--- src/rsd_pkg.sv ---
`timescale 1ns / 1ps
// ----------------------------------------------------------------------------
// rsd_pkg: shared types and constants of the stream decoder
// Byte codes, error codes, register indexes and the records that pass
// between the front queue, the parser and the output register.
// ----------------------------------------------------------------------------
package rsd_pkg;

  // field widths fixed by the interface
  localparam int unsigned BULK_CFG_W = 30;
  localparam int unsigned CNT_CFG_W  = 21;
  localparam int unsigned CFG_DW     = 30;
  localparam int unsigned POS_W      = 20;

  // reset values of the limit registers
  localparam logic [BULK_CFG_W-1:0] MAX_BULK_RST  = 30'd536870912;
  localparam logic [CNT_CFG_W-1:0]  MAX_COUNT_RST = 21'd1048576;

  // register indexes
  localparam logic CFG_MAX_BULK  = 1'b0;
  localparam logic CFG_MAX_COUNT = 1'b1;

  // protocol bytes
  localparam logic [7:0] CH_PLUS   = 8'h2B;
  localparam logic [7:0] CH_DOLLAR = 8'h24;
  localparam logic [7:0] CH_STAR   = 8'h2A;
  localparam logic [7:0] CH_MINUS  = 8'h2D;
  localparam logic [7:0] CH_CR     = 8'h0D;
  localparam logic [7:0] CH_LF     = 8'h0A;
  localparam logic [7:0] CH_ZERO   = 8'h30;
  localparam logic [7:0] CH_NINE   = 8'h39;

  typedef enum logic [2:0] {
    ERR_NONE  = 3'd0,
    ERR_TYPE  = 3'd1,
    ERR_LEN   = 3'd2,
    ERR_FRAME = 3'd3,
    ERR_ELEM  = 3'd4
  } err_e;

  // one classified input byte
  typedef struct packed {
    logic [7:0] data;
    logic [3:0] digit;
    logic       is_digit;
    logic       is_cr;
    logic       is_lf;
    logic       is_plus;
    logic       is_dollar;
    logic       is_star;
    logic       is_minus;
  } tok_t;

  // queue head as seen by the parser
  typedef struct packed {
    logic valid;
    tok_t tok;
  } tok_head_t;

  // one result beat
  typedef struct packed {
    logic [7:0]       data;
    logic             byte_valid;
    logic             elem_end;
    logic             elem_null;
    logic             elem_kind;
    logic             in_array;
    logic [POS_W-1:0] position;
    logic             msg_end;
    err_e             error;
  } res_t;

endpackage

--- src/rsd_front.sv ---
`timescale 1ns / 1ps
// ----------------------------------------------------------------------------
// rsd_front: byte intake and classification
// Accepts raw bytes, tags each with its character class and holds them in a
// two-entry queue in front of the parser.
// ----------------------------------------------------------------------------
module rsd_front
  import rsd_pkg::*;
(
  input  logic       clk_i,
  input  logic       rst_ni,
  input  logic       in_valid_i,
  output logic       in_ready_o,
  input  logic [7:0] in_byte_i,
  output tok_head_t  head_o,
  input  logic       pop_i
);

  localparam int unsigned Depth = 2;

  tok_t              mem_q [Depth];
  logic              wr_ptr_q, wr_ptr_d;
  logic              rd_ptr_q, rd_ptr_d;
  logic [1:0]        count_q, count_d;
  tok_t              tok_in;
  logic              push;

  // character class of the incoming byte
  always_comb begin
    tok_in           = '0;
    tok_in.data      = in_byte_i;
    tok_in.is_digit  = in_byte_i inside {[CH_ZERO:CH_NINE]};
    tok_in.digit     = 4'(in_byte_i - CH_ZERO);
    tok_in.is_cr     = (in_byte_i == CH_CR);
    tok_in.is_lf     = (in_byte_i == CH_LF);
    tok_in.is_plus   = (in_byte_i == CH_PLUS);
    tok_in.is_dollar = (in_byte_i == CH_DOLLAR);
    tok_in.is_star   = (in_byte_i == CH_STAR);
    tok_in.is_minus  = (in_byte_i == CH_MINUS);
  end

  assign in_ready_o = (count_q != 2'(Depth));
  assign push       = in_valid_i && in_ready_o;

  // queue pointers
  always_comb begin
    wr_ptr_d = push  ? ~wr_ptr_q : wr_ptr_q;
    rd_ptr_d = pop_i ? ~rd_ptr_q : rd_ptr_q;
    count_d  = count_q + 2'(push) - 2'(pop_i);
  end

  always_ff @(posedge clk_i or negedge rst_ni) begin
    if (!rst_ni) begin
      wr_ptr_q <= 1'b0;
      rd_ptr_q <= 1'b0;
      count_q  <= '0;
    end else begin
      wr_ptr_q <= wr_ptr_d;
      rd_ptr_q <= rd_ptr_d;
      count_q  <= count_d;
    end
  end

  // queue storage
  always_ff @(posedge clk_i) begin
    if (push) begin
      mem_q[wr_ptr_q] <= tok_in;
    end
  end

  assign head_o.valid = (count_q != '0);
  assign head_o.tok   = mem_q[rd_ptr_q];

endmodule

--- src/rsd_back.sv ---
`timescale 1ns / 1ps
// ----------------------------------------------------------------------------
// rsd_back: message parser and result register
// Walks the message grammar one classified byte per cycle unless the output
// register is full and not taken, and loads at most one result beat into it.
// ----------------------------------------------------------------------------
module rsd_back
  import rsd_pkg::*;
#(
  parameter int unsigned LEN_BITS   = 32,
  parameter int unsigned COUNT_BITS = 21
) (
  input  logic                  clk_i,
  input  logic                  rst_ni,
  input  logic [BULK_CFG_W-1:0] max_bulk_i,
  input  logic [CNT_CFG_W-1:0]  max_count_i,
  input  tok_head_t             head_i,
  output logic                  pop_o,
  output logic                  out_valid_o,
  input  logic                  out_ready_i,
  output res_t                  res_o
);

  localparam int unsigned ProdW = LEN_BITS + 4;
  localparam int unsigned MaxA  = (LEN_BITS > BULK_CFG_W) ? LEN_BITS : BULK_CFG_W;
  localparam int unsigned MaxB  = (COUNT_BITS > CNT_CFG_W) ? COUNT_BITS : CNT_CFG_W;
  localparam int unsigned CmpW  = ((MaxA > MaxB) ? MaxA : MaxB) + 1;

  typedef enum logic [10:0] {
    S_IDLE      = 11'b000_0000_0001,
    S_SIMPLE    = 11'b000_0000_0010,
    S_SIMPLE_LF = 11'b000_0000_0100,
    S_BLEN      = 11'b000_0000_1000,
    S_BLEN_LF   = 11'b000_0001_0000,
    S_CNT       = 11'b000_0010_0000,
    S_CNT_LF    = 11'b000_0100_0000,
    S_DATA      = 11'b000_1000_0000,
    S_DATA_CR   = 11'b001_0000_0000,
    S_DATA_LF   = 11'b010_0000_0000,
    S_ETYPE     = 11'b100_0000_0000
  } phase_e;

  phase_e                phase_q, phase_d;
  logic                  arr_q, arr_d;
  logic                  kind_q, kind_d;
  logic [LEN_BITS-1:0]   acc_q, acc_d;
  logic                  neg_q, neg_d;
  logic                  dig_q, dig_d;
  logic [COUNT_BITS-1:0] left_q, left_d;
  logic [POS_W-1:0]      pos_q, pos_d;
  logic                  out_valid_q;
  res_t                  res_q;

  tok_t                  tok;
  logic                  adv;
  logic                  emit;
  res_t                  res;
  logic                  do_fail, do_finish, do_idle, fin_null;
  err_e                  fail_code;
  logic [ProdW-1:0]      prod;
  logic [LEN_BITS-1:0]   acc_sat, acc_dec;
  logic [CmpW-1:0]       acc_x, bulk_x, cnt_cfg_x, cnt_lim_x;
  logic                  acc_full;
  logic [COUNT_BITS-1:0] left_dec;
  logic [POS_W-1:0]      cur_pos;

  assign tok   = head_i.tok;
  assign adv   = head_i.valid && (!out_valid_q || out_ready_i);
  assign pop_o = adv;

  // decimal accumulate, saturating at all ones
  assign prod     = (ProdW'(acc_q) << 3) + (ProdW'(acc_q) << 1) + ProdW'(tok.digit);
  assign acc_sat  = (prod[ProdW-1:LEN_BITS] != '0) ? '1 : prod[LEN_BITS-1:0];
  assign acc_dec  = acc_q - LEN_BITS'(1);
  assign acc_full = (acc_q == '1);

  // limit compares on a common width
  assign acc_x     = CmpW'(acc_q);
  assign bulk_x    = CmpW'(max_bulk_i);
  assign cnt_cfg_x = CmpW'(max_count_i);
  assign cnt_lim_x = (CmpW'(1) << COUNT_BITS) - CmpW'(1);

  assign left_dec = left_q - COUNT_BITS'(1);
  assign cur_pos  = arr_q ? pos_q : '0;

  // parser next state
  always_comb begin
    phase_d   = phase_q;
    arr_d     = arr_q;
    kind_d    = kind_q;
    acc_d     = acc_q;
    neg_d     = neg_q;
    dig_d     = dig_q;
    left_d    = left_q;
    pos_d     = pos_q;
    emit      = 1'b0;
    res       = '0;
    do_fail   = 1'b0;
    do_finish = 1'b0;
    do_idle   = 1'b0;
    fin_null  = 1'b0;
    fail_code = ERR_NONE;

    case (phase_q)
      S_IDLE, S_ETYPE: begin
        if (tok.is_star && phase_q == S_IDLE) begin
          phase_d = S_CNT;
          acc_d   = '0;
          neg_d   = 1'b0;
          dig_d   = 1'b0;
        end else if (tok.is_plus) begin
          kind_d  = 1'b0;
          phase_d = S_SIMPLE;
        end else if (tok.is_dollar) begin
          kind_d  = 1'b1;
          phase_d = S_BLEN;
          acc_d   = '0;
          neg_d   = 1'b0;
          dig_d   = 1'b0;
        end else begin
          do_fail   = 1'b1;
          fail_code = (phase_q == S_IDLE) ? ERR_TYPE : ERR_ELEM;
        end
      end
      S_SIMPLE: begin
        if (tok.is_cr) begin
          phase_d = S_SIMPLE_LF;
        end else if (tok.is_lf) begin
          do_fail   = 1'b1;
          fail_code = ERR_FRAME;
        end else begin
          emit           = 1'b1;
          res.data       = tok.data;
          res.byte_valid = 1'b1;
          res.in_array   = arr_q;
          res.position   = cur_pos;
        end
      end
      S_SIMPLE_LF, S_DATA_LF: begin
        if (!tok.is_lf) begin
          do_fail   = 1'b1;
          fail_code = ERR_FRAME;
        end else begin
          do_finish = 1'b1;
        end
      end
      S_BLEN, S_CNT: begin
        if (tok.is_digit) begin
          acc_d = acc_sat;
          dig_d = 1'b1;
        end else if (tok.is_minus && !dig_q && !neg_q) begin
          neg_d = 1'b1;
        end else if (tok.is_cr && dig_q) begin
          phase_d = (phase_q == S_BLEN) ? S_BLEN_LF : S_CNT_LF;
        end else begin
          do_fail   = 1'b1;
          fail_code = ERR_LEN;
        end
      end
      S_BLEN_LF: begin
        if (!tok.is_lf) begin
          do_fail   = 1'b1;
          fail_code = ERR_FRAME;
        end else if (acc_full) begin
          do_fail   = 1'b1;
          fail_code = ERR_LEN;
        end else if (neg_q) begin
          // only minus one is a legal negative length: the null element
          if (acc_q != LEN_BITS'(1)) begin
            do_fail   = 1'b1;
            fail_code = ERR_LEN;
          end else begin
            do_finish = 1'b1;
            fin_null  = 1'b1;
          end
        end else if (acc_x > bulk_x) begin
          do_fail   = 1'b1;
          fail_code = ERR_LEN;
        end else begin
          phase_d = (acc_q == '0) ? S_DATA_CR : S_DATA;
        end
      end
      S_CNT_LF: begin
        if (!tok.is_lf) begin
          do_fail   = 1'b1;
          fail_code = ERR_FRAME;
        end else if (neg_q || acc_full || (acc_x > cnt_cfg_x) || (acc_x > cnt_lim_x)) begin
          do_fail   = 1'b1;
          fail_code = ERR_LEN;
        end else if (acc_q == '0) begin
          // empty array closes the message at once
          emit         = 1'b1;
          res.in_array = 1'b1;
          res.msg_end  = 1'b1;
          do_idle      = 1'b1;
        end else begin
          arr_d   = 1'b1;
          left_d  = acc_x[COUNT_BITS-1:0];
          pos_d   = '0;
          acc_d   = '0;
          phase_d = S_ETYPE;
        end
      end
      S_DATA: begin
        emit           = 1'b1;
        res.data       = tok.data;
        res.byte_valid = 1'b1;
        res.elem_kind  = 1'b1;
        res.in_array   = arr_q;
        res.position   = cur_pos;
        acc_d          = acc_dec;
        if (acc_dec == '0) begin
          phase_d = S_DATA_CR;
        end
      end
      S_DATA_CR: begin
        if (!tok.is_cr) begin
          do_fail   = 1'b1;
          fail_code = ERR_FRAME;
        end else begin
          phase_d = S_DATA_LF;
        end
      end
      default: begin
        do_idle = 1'b1;
      end
    endcase

    // element close: step the array or end the message
    if (do_finish) begin
      emit          = 1'b1;
      res.elem_end  = 1'b1;
      res.elem_null = fin_null;
      res.elem_kind = kind_q;
      res.in_array  = arr_q;
      res.position  = cur_pos;
      res.msg_end   = 1'b1;
      do_idle       = 1'b1;
      if (arr_q) begin
        left_d = left_dec;
        if (left_dec != '0) begin
          res.msg_end = 1'b0;
          do_idle     = 1'b0;
          pos_d       = pos_q + POS_W'(1);
          phase_d     = S_ETYPE;
        end
      end
    end

    // fault: error beat only
    if (do_fail) begin
      emit      = 1'b1;
      res       = '0;
      res.error = fail_code;
      do_idle   = 1'b1;
    end

    if (do_idle) begin
      phase_d = S_IDLE;
      arr_d   = 1'b0;
      kind_d  = 1'b0;
      acc_d   = '0;
      neg_d   = 1'b0;
      dig_d   = 1'b0;
      left_d  = '0;
      pos_d   = '0;
    end
  end

  // parser state
  always_ff @(posedge clk_i or negedge rst_ni) begin
    if (!rst_ni) begin
      phase_q <= S_IDLE;
      arr_q   <= 1'b0;
      kind_q  <= 1'b0;
      acc_q   <= '0;
      neg_q   <= 1'b0;
      dig_q   <= 1'b0;
      left_q  <= '0;
      pos_q   <= '0;
    end else if (adv) begin
      phase_q <= phase_d;
      arr_q   <= arr_d;
      kind_q  <= kind_d;
      acc_q   <= acc_d;
      neg_q   <= neg_d;
      dig_q   <= dig_d;
      left_q  <= left_d;
      pos_q   <= pos_d;
    end
  end

  // output register valid
  always_ff @(posedge clk_i or negedge rst_ni) begin
    if (!rst_ni) begin
      out_valid_q <= 1'b0;
    end else if (adv && emit) begin
      out_valid_q <= 1'b1;
    end else if (out_ready_i) begin
      out_valid_q <= 1'b0;
    end
  end

  // output register payload
  always_ff @(posedge clk_i) begin
    if (adv && emit) begin
      res_q <= res;
    end
  end

  assign out_valid_o = out_valid_q;
  assign res_o       = res_q;

endmodule

--- src/resp_stream_decoder_top.sv ---
`timescale 1ns / 1ps
// ----------------------------------------------------------------------------
// resp_stream_decoder_top: byte-serial request message decoder
// Decodes simple strings, bulk strings (with null) and arrays of them from a
// byte stream into payload, element-end, message-end and error beats.
// ----------------------------------------------------------------------------
// The block takes one protocol byte per cycle and gives at most one result
// beat per byte, sustaining one byte per cycle while the result side keeps up.
// An accepted byte enters a two-entry queue; the parser works on the queue
// head and registers its result in the output register, so a byte's result
// reaches the output port through the queue entry and then the output
// register when the result side is ready. The parser's combinational
// next-state step, including the decimal accumulate, sets the rate. Limit
// registers may be written only while no message is in flight.
module resp_stream_decoder_top
  import rsd_pkg::*;
#(
  parameter int unsigned LEN_BITS   = 32,
  parameter int unsigned COUNT_BITS = 21
) (
  input  logic              clk_i,
  input  logic              rst_ni,
  input  logic              cfg_we_i,
  input  logic              cfg_idx_i,
  input  logic [CFG_DW-1:0] cfg_data_i,
  input  logic              in_valid_i,
  output logic              in_ready_o,
  input  logic [7:0]        in_byte_i,
  output logic              out_valid_o,
  input  logic              out_ready_i,
  output logic [7:0]        out_byte_o,
  output logic              byte_valid_o,
  output logic              elem_end_o,
  output logic              elem_null_o,
  output logic              elem_kind_o,
  output logic              in_array_o,
  output logic [POS_W-1:0]  elem_position_o,
  output logic              msg_end_o,
  output logic [2:0]        error_code_o
);

  logic [BULK_CFG_W-1:0] max_bulk_q;
  logic [CNT_CFG_W-1:0]  max_count_q;
  tok_head_t             head;
  logic                  pop;
  res_t                  res;

  // limit registers
  always_ff @(posedge clk_i or negedge rst_ni) begin
    if (!rst_ni) begin
      max_bulk_q  <= MAX_BULK_RST;
      max_count_q <= MAX_COUNT_RST;
    end else if (cfg_we_i) begin
      if (cfg_idx_i == CFG_MAX_BULK) begin
        max_bulk_q <= cfg_data_i[BULK_CFG_W-1:0];
      end
      if (cfg_idx_i == CFG_MAX_COUNT) begin
        max_count_q <= cfg_data_i[CNT_CFG_W-1:0];
      end
    end
  end

  rsd_front u_front (
    .clk_i      (clk_i),
    .rst_ni     (rst_ni),
    .in_valid_i (in_valid_i),
    .in_ready_o (in_ready_o),
    .in_byte_i  (in_byte_i),
    .head_o     (head),
    .pop_i      (pop)
  );

  rsd_back #(
    .LEN_BITS   (LEN_BITS),
    .COUNT_BITS (COUNT_BITS)
  ) u_back (
    .clk_i       (clk_i),
    .rst_ni      (rst_ni),
    .max_bulk_i  (max_bulk_q),
    .max_count_i (max_count_q),
    .head_i      (head),
    .pop_o       (pop),
    .out_valid_o (out_valid_o),
    .out_ready_i (out_ready_i),
    .res_o       (res)
  );

  assign out_byte_o      = res.data;
  assign byte_valid_o    = res.byte_valid;
  assign elem_end_o      = res.elem_end;
  assign elem_null_o     = res.elem_null;
  assign elem_kind_o     = res.elem_kind;
  assign in_array_o      = res.in_array;
  assign elem_position_o = res.position;
  assign msg_end_o       = res.msg_end;
  assign error_code_o    = res.error;

  // error beats carry nothing else
  a_err_clean : assert property (@(posedge clk_i) disable iff (!rst_ni)
    out_valid_o && (error_code_o != ERR_NONE) |->
      !byte_valid_o && !elem_end_o && !msg_end_o && !in_array_o && (out_byte_o == 8'd0))
    else $error("error beat carries payload or markers");

  // a payload beat never closes an element or a message
  a_byte_no_end : assert property (@(posedge clk_i) disable iff (!rst_ni)
    out_valid_o && byte_valid_o |-> !elem_end_o && !msg_end_o)
    else $error("payload beat flagged as end");

  // null elements are closing bulk elements
  a_null_bulk : assert property (@(posedge clk_i) disable iff (!rst_ni)
    out_valid_o && elem_null_o |-> elem_end_o && elem_kind_o)
    else $error("null flag on a non-bulk or non-ending beat");

  // the parser only pops a present queue entry
  a_pop_valid : assert property (@(posedge clk_i) disable iff (!rst_ni)
    pop |-> head.valid)
    else $error("parser popped an empty queue");

endmodule
--- config.mk ---
export PLATFORM = sky130hd
export DESIGN_NAME = resp_stream_decoder_top
export DESIGN_NICKNAME = d
export VERILOG_FILES = /design/src/rsd_pkg.sv /design/src/rsd_front.sv /design/src/rsd_back.sv /design/src/resp_stream_decoder_top.sv
export SDC_FILE = /design/constraint.sdc
export NUM_CORES = 1
export LEC_CHECK = 0
export BUFFER_PORTS_ARGS = -buffer_cell sky130_fd_sc_hd__buf_2
export CAP_MARGIN = 40
export CORE_UTILIZATION = 63
export DETAILED_ROUTE_END_ITERATION = 10
export PLACE_DENSITY = 0.82
export REMOVE_ABC_BUFFERS = 1
export SLEW_MARGIN = 20
export SYNTH_ARGS = -nofsm -noshare
export SYNTH_HDL_FRONTEND = slang
export SYNTH_SLANG_ARGS = --single-unit
--- constraint.sdc ---
create_clock -name clk_i -period 5.8 [get_ports clk_i]
set_input_delay 0.29 -clock clk_i [delete_from_list [all_inputs] [get_ports clk_i]]
set_output_delay 0.29 -clock clk_i [all_outputs]
set_load 0.05 [all_outputs]
==> flow_summary.json, run 1 <==
{
  "cpLargestDelayFamily": "compound AO/OA/AOI/OAI gates",
  "hpwl_microns": 30200,
  "dp_slack_ps": 830,
  "syn_inst": 1660,
  "critPathMaxStageDelay_ps": 700,
  "finalCriticalPeriod_ps": 5050,
  "routed_wl_microns": 42500,
  "whs_ps": 7.04,
  "worstReg2RegStart": "u_back.acc_q[0]",
  "crit_cells": 17,
  "critical_path.slowest_cell": "a2111o_1",
  "clkTransAtPathRegs_ps": 60,
  "reg2reg_depth": 17,
  "crit_chain": "buf_4, inv_1, fa_1, inv_1, fa_1, a21o_1, a311o_1, a21oi_1, o31ai_1, buf_4, a31oi_1, a31oi_1, a221o_1, a2111o_1, a21oi_1, buf_4, a21oi_1",
  "crit_start": "u_back.acc_q[0]",
  "yosysSeqAreaShare_pct": 37.8,
  "cts.repair.resized": 0,
  "status": "completed",
  "p_int_w": 0.00418,
  "clock_latency_ps": 530,
  "seq_power_share_pct": 27.5,
  "syn2layout_area_growth_pct": 12.5,
  "clock_sinks": 211,
  "synth_cell_types": 84,
  "synth_edf_count": 67,
  "drc_errors": 0,
  "path_max_fanout": 19,
  "die_area_sq_um": 24200,
  "crit_end": "u_back.acc_q[18]",
  "grt_pass1_vias": 13300,
  "grt_first_pass_wirelength_microns": 68300,
  "critPathBufInv": 5,
  "drt-initial-drc-count": 1583,
  "cts_htree_levels": 1,
  "core-area_sq_um": 22900,
  "grt_setup_unrepaired": "no",
  "yosys_warnings": 0,
  "drv_cap": 0,
  "track_usage_pct": 35.4,
  "place_congestion": 0.968,
  "pwr-share-clk_pct": 19.1,
  "comb_power_share_pct": 53.3,
  "ctsLongestPathBuffers": 3,
  "num_rows": 55,
  "fp.dieH_microns": 156,
  "root_buffer": "clkbuf_16",
  "finalSetupTns_ps": 0,
  "wl_per_cell_microns": 20.5,
  "worst_slack_ps": 746,
  "finalCritPeriodShare_pct": 87.1,
  "total_power_w": 0.00793,
  "cp.required_ps": 6200,
  "vias_per_cell": 6.70,
  "gr-total-overflow": 0,
  "finalSetupViolCount": 0,
  "start_util_pct": 64.9,
  "syn-mean-instance-area_sq_um": 8.96,
  "r2r-end": "u_back.acc_q[18]",
  "via_count": 13900,
  "slew-limit-headroom_pct": 48.0,
  "fmax_mhz": 198,
  "die_width_microns": 156,
  "drive_gt1_share_pct": 12.2,
  "finalHoldViolations": 0,
  "power_switching_w": 0.00376,
  "worstSetupStartpointType": "register",
  "criticalPathCategory": "register to register",
  "netSwitchingFraction_pct": 47.3,
  "ir_worst_vdd_mv": 0.294,
  "grt_max_degree": 75,
  "place_area_sq_um": 15700,
  "hold_depth": 3,
  "synth-main-ff-cell": "dfrtp_1",
  "hp-class": "primary input to register",
  "ys_seq_elements": 211,
  "arrival_ps": 5450,
  "leakage_nw": 7.51,
  "cts_buffers": 23,
  "slew_viol_final": 0,
  "p_per_area_nw_per_um2": 474,
  "antenna_found_initial": 0,
  "fin_nets": 1912,
  "netlist_area_sq_um": 14900,
  "worstMarginPinSlew_ps": 772,
  "drtPass1Iterations": 6,
  "cts_tree": "done",
  "io_pins": 83,
  "fin_skew_ps": 10.8,
  "cp-end-kind": "register",
  "antennaDiodeCount": 0,
  "postCtsSetupBuffers": 0,
  "synthArstFlopShare_pct": 68.2,
  "antenna_left": 0,
  "reg2reg_slack_ps": 750,
  "portBuffers": 82,
  "final_area_sq_um": 16700
}
-- synth_stat cells, types with 5 or more instances --
cell,instances,area share (%)
a21o_1,25,1.3
nor4_1,31,1.3
a22o_1,7,0.41
nor2b_1,17,0.71
o21ai_0,82,2.8
a31oi_1,20,0.84
and2_1,24,1.0
inv_1,87,2.2
o21ai_1,33,1.1
xnor2_1,38,2.2
nand4b_1,13,0.77
nand4_1,40,1.7
nand3_1,41,1.4
nor2_1,131,3.3
o31ai_1,19,0.96
nor3_1,52,1.7
o311ai_0,5,0.29
clkbuf_1,73,1.8
o22a_1,11,0.65
mux2_2,29,2.2
mux2i_1,15,1.0
o21bai_1,5,0.25
edfxtp_1,67,14
buf_2,9,0.30
or3_1,24,1.0
dfrtp_1,141,24
ha_1,124,10
a22oi_1,12,0.61
or2_2,6,0.25
and3_1,19,0.80
nand2b_1,14,0.59
a21oi_1,121,4.1
nand2_1,134,3.4
or4_1,17,0.86
a211oi_1,16,0.81
o211ai_1,15,0.76
and4_1,5,0.29
xor2_1,15,0.88
a311oi_1,10,0.59
o21a_1,11,0.56
o22ai_1,10,0.42
-- worst min-delay path by stage --
| stage | startpoint | slack, ps | endpoint |
|---|---|---|---|
| after detailed placement | rst_ni | 360 | max_count_q[8] |
| after CTS | cfg_data_i[5] | 2 | max_bulk_q[5] |
| final | cfg_data_i[5] | 7 | max_bulk_q[5] |
| after floorplan | rst_ni | -6 | max_bulk_q[0] |
| after global routing | cfg_data_i[11] | 20 | max_bulk_q[11] |
| after global placement | rst_ni | 360 | max_count_q[8] |
-- logic make-up after synthesis --
group / Yosys count / synth area share (%)
adder cells (fa/ha/maj): 126 / 10.7
AND/OR/NAND/NOR: 592 / 20.6
flip-flops: 211 / 37.8
multiplexers: 44 / 3.20
buffers and inverters: 173 / 4.44
XOR/XNOR: 53 / 3.12
AO/OA/AOI/OAI: 461 / 20.1
-- stage by stage --
step | utilization, % | instances
floorplan | - | 1575
detailed placement | 68.6 | 2005
CTS | 72.9 | 2069
global route | 73.0 | 2072
finish | 73.0 | 2072
global placement | 68.2 | 2000
-- registers in the layout, indices dropped and copies added (netlist names), 2 cells and up --
register	count
max_bulk_q	30
u_back.left_q	21
u_back.pos_q	20
max_count_q	21
u_back.res_o	37
u_back.acc_q	32
u_front.count_q	2
u_back.phase_q	11
u_front.mem_q	30
-- area by class of cell --
class / instances / area, sq um
inverters: 88 / 330
multi-input cells: 1276 / 8650
fillers: 1736 / 6180
well taps: 313 / 392
clock inverters: 14 / 149
repair buffers: 142 / 968
flip-flops and latches: 211 / 5620
clock buffers: 28 / 624
-- cell usage in the layout (no fill, tap or decap), types with 16 or more instances in the layout --
| master | netlist | layout |
|---|---|---|
| nor2b_1 | 17 | 16 |
| clkbuf_16 | 0 | 23 |
| a21oi_1 | 121 | 121 |
| o21ai_0 | 82 | 82 |
| nor4_1 | 31 | 30 |
| xnor2_1 | 38 | 38 |
| and2_1 | 24 | 24 |
| nor3_1 | 52 | 52 |
| buf_2 | 9 | 82 |
| nor2_1 | 131 | 131 |
| a31oi_1 | 20 | 19 |
| a211oi_1 | 16 | 16 |
| buf_4 | 0 | 31 |
| edfxtp_1 | 67 | 67 |
| o31ai_1 | 19 | 19 |
| ha_1 | 124 | 124 |
| dlygate4sd3_1 | 0 | 22 |
| nand4_1 | 40 | 40 |
| or3_1 | 24 | 24 |
| a21o_1 | 25 | 25 |
| dfrtp_1 | 141 | 141 |
| o21ai_1 | 33 | 32 |
| or4_1 | 17 | 17 |
| mux2_2 | 29 | 29 |
| and3_1 | 19 | 19 |
| inv_1 | 87 | 87 |
| nand3_1 | 41 | 41 |
| nand2_1 | 134 | 134 |
-- power by group through the flow --
stage                     sequential (W)  combinational (W)  clock [W]
after floorplan                  0.00248            0.00253          0
after CTS                        0.00217            0.00412    0.00152
after global placement           0.00218            0.00393          0
after detailed placement         0.00219            0.00408          0
final                            0.00219            0.00423    0.00152
after global routing             0.00221            0.00456    0.00158
-- worst reg2reg max path, stage by stage (launching register included) --
cell and delay (ps):
dfrtp_1 330, buf_4 220, inv_1 210, fa_1 570, inv_1 70, fa_1 470, a21o_1 230, a311o_1 370
a21oi_1 230, o31ai_1 90, buf_4 160, a31oi_1 220, a31oi_1 150, a221o_1 310, a2111o_1 700, a21oi_1 250
buf_4 230, a21oi_1 100
-- timing repair --
item                       CTS  global route
hold endpoints to repair    97             0
setup endpoints to repair    0             0
hold buffers                22             0
-- routing by layer --
layer / track usage, % / routed length (microns) / up-vias
met4: 14.8 / 1430 / 0
met5: 0 / 0 / -
met1: 48.3 / 17100 / 6571
met3: 6.28 / 4420 / 126
met2: 55.6 / 19500 / 813
li1: - / - / 6379
Power figures use the tool's default switching activity.
==> run 2: changes to the inputs <==
--- a/config.mk
+++ b/config.mk
@@ -7,11 +7,12 @@
 export LEC_CHECK = 0
 export BUFFER_PORTS_ARGS = -buffer_cell sky130_fd_sc_hd__buf_2
 export CAP_MARGIN = 40
-export CORE_UTILIZATION = 63
+export CORE_MARGIN = 2
+export CORE_UTILIZATION = 57
 export DETAILED_ROUTE_END_ITERATION = 10
-export PLACE_DENSITY = 0.82
+export PLACE_DENSITY = 0.78
 export REMOVE_ABC_BUFFERS = 1
-export SLEW_MARGIN = 20
+export SLEW_MARGIN = 10
 export SYNTH_ARGS = -nofsm -noshare
 export SYNTH_HDL_FRONTEND = slang
 export SYNTH_SLANG_ARGS = --single-unit
==> constraint.sdc (replaced) <==
create_clock -name clk_i -period 4.1 [get_ports clk_i]
set_input_delay 0.205 -clock clk_i [delete_from_list [all_inputs] [get_ports clk_i]]
set_output_delay 0.205 -clock clk_i [all_outputs]
set_load 0.05 [all_outputs]
==> run 2 against run 1 <==
Against the previous run: the flow now finishes with violations (negative setup slack); utilization is 4.0 points lower; via count increased by 4.0%; largest cell class unchanged; first-iteration DRC count rose by 14%.
==> flow_summary.json, run 2 (synthesized netlist as in run 1, its figures left out) <==
{
  "die_area_sq_um": 27400,
  "cts_buffers": 25,
  "portBuffers": 82,
  "cts_htree_levels": 1,
  "routed_wl_microns": 46800,
  "finalSetupViolCount": 32,
  "worstSetupStartpointType": "register",
  "ir_worst_vdd_mv": 0.475,
  "finalCritPeriodShare_pct": 105,
  "place_congestion": 0.978,
  "finalCriticalPeriod_ps": 4320,
  "slew-limit-headroom_pct": 41.5,
  "cts_tree": "done",
  "antenna_found_initial": 0,
  "slew_viol_final": 0,
  "finalHoldViolations": 0,
  "fin_nets": 2021,
  "mostFrequentLayoutCells": "141 x dfrtp_1, 133 x nand2_1, 131 x nor2_1",
  "leakage_nw": 8.02,
  "clock_latency_ps": 540,
  "track_usage_pct": 33.4,
  "clock_sinks": 211,
  "grt_pass1_vias": 13700,
  "worstMarginPinSlew_ps": 875,
  "wl_per_cell_microns": 21.2,
  "path_max_fanout": 5,
  "largest_reg_flops": 37,
  "cp.required_ps": 4510,
  "drc_errors": 0,
  "drt-initial-drc-count": 1801,
  "drive_gt1_share_pct": 18.2,
  "hold_depth": 3,
  "root_buffer": "clkbuf_16",
  "fmax_mhz": 232,
  "status": "finished, violations left",
  "antennaDiodeCount": 0,
  "core-area_sq_um": 25800,
  "reg2reg_depth": 17,
  "io_pins": 83,
  "hpwl_microns": 32400,
  "violations": "negative setup slack",
  "fin_cells": 2204,
  "vias_per_cell": 6.55,
  "arrival_ps": 4720,
  "drtPass1Iterations": 6,
  "hp-class": "primary input to register",
  "gr-total-overflow": 0,
  "grt_first_pass_wirelength_microns": 72600,
  "fin_skew_ps": 24.7,
  "die_width_microns": 166,
  "p_per_area_nw_per_um2": 680,
  "num_rows": 59,
  "clkTransAtPathRegs_ps": 60,
  "via_count": 14400,
  "start_util_pct": 57.6,
  "drv_cap": 0,
  "grt_setup_unrepaired": "yes",
  "syn2layout_area_growth_pct": 20.0,
  "post-route-util_pct": 69.1,
  "grt_max_degree": 72,
  "cp-end-kind": "register",
  "criticalPathCategory": "register to register",
  "fp.dieH_microns": 166,
  "worst_slack_ps": -216,
  "ctsLongestPathBuffers": 3,
  "antenna_left": 0,
  "placed_cells": 2097,
  "layout_commonest_cell": "dfrtp_1"
}
[run 2: cell types whose count changed in the layout (fill, tap and decap cells not counted), sizes merged]
cell / before / now
inv: 88 / 89
clkinv: 11 / 9
buf: 119 / 209
clkinvlp: 0 / 3
clkbuf: 29 / 31
dlygate4sd3: 22 / 40
bufinv: 3 / 1
[run 2: critical path: stages (launching register included)]
cell,delay (ps)
dfrtp_1,410
buf_6,140
mux2i_4,190
fa_1,510
inv_2,50
fa_2,360
a21o_1,190
a311o_1,300
a21oi_2,210
o31ai_4,110
a31oi_2,190
a31oi_2,140
a221o_1,340
a2111o_1,480
buf_6,180
buf_6,130
nor3_2,160
o22ai_1,100
[run 2: power by group]
part	internal [W]	switching, W	leakage (nW)
logic	0.00253	0.00451	5.14
clock network	0.00119	0.000919	0.359
registers	0.00267	0.000317	2.52
total	0.00638	0.00574	8.02
[run 2: metrics by stage]
step,setup WS (ps),cell area [sq um],hold WS [ps],total power [W],TNS [ps]
2_1_floorplan,-1520,14500,-90.6,0.00708,-99760
3_3_place_gp,-326,16200,249,0.00924,-8400
3_5_place_dp,-430,16300,254,0.00940,-11760
4_1_cts,-131,17600,3.18,0.0117,-1530
5_1_grt,-371,17800,36.8,0.0128,-8440
6_report,-216,17800,17.3,0.0121,-4020
[run 2: metal layers]
| layer | global-route usage (%) | routed length [microns] | vias to the layer above |
|---|---|---|---|
| li1 | - | - | 6601 |
| met1 | 45.6 | 18900 | 6894 |
| met2 | 53.7 | 21200 | 793 |
| met3 | 6.17 | 4780 | 155 |
| met4 | 11.4 | 1950 | 0 |
| met5 | 0 | 0 | - |
[run 2: worst paths after layout]
check                              endpoint              from  slack, ps
hold reg to reg               u_back.kind_q     u_back.kind_q        490
min in group asynchronous  u_back.pos_q[17]            rst_ni        220
hold / removal             u_front.wr_ptr_q        in_valid_i         20
max in group asynchronous   max_count_q[20]            rst_ni       2800
setup / recovery            u_back.acc_q[1]  u_front.rd_ptr_q       -220
setup reg to reg            u_back.acc_q[1]  u_front.rd_ptr_q       -220
[run 2: timing repair]
action                                  CTS  global route
pin swaps                                11             2
gates cloned                              1             0
setup buffers                            18             3
gates resized for setup                  22            37
endpoints found under the setup margin   32            38
hold buffers                             40             0
hold endpoints to repair                133             0
[run 2: cell type report]
cell class | count | area [sq um]
repair buffers | 249 | 1850
well taps | 335 | 419
fillers | 2007 | 8000
inverters | 88 | 330
clock inverters | 14 | 108
flip-flops and latches | 211 | 5620
multi-input cells | 1276 | 8870
clock buffers | 31 | 648
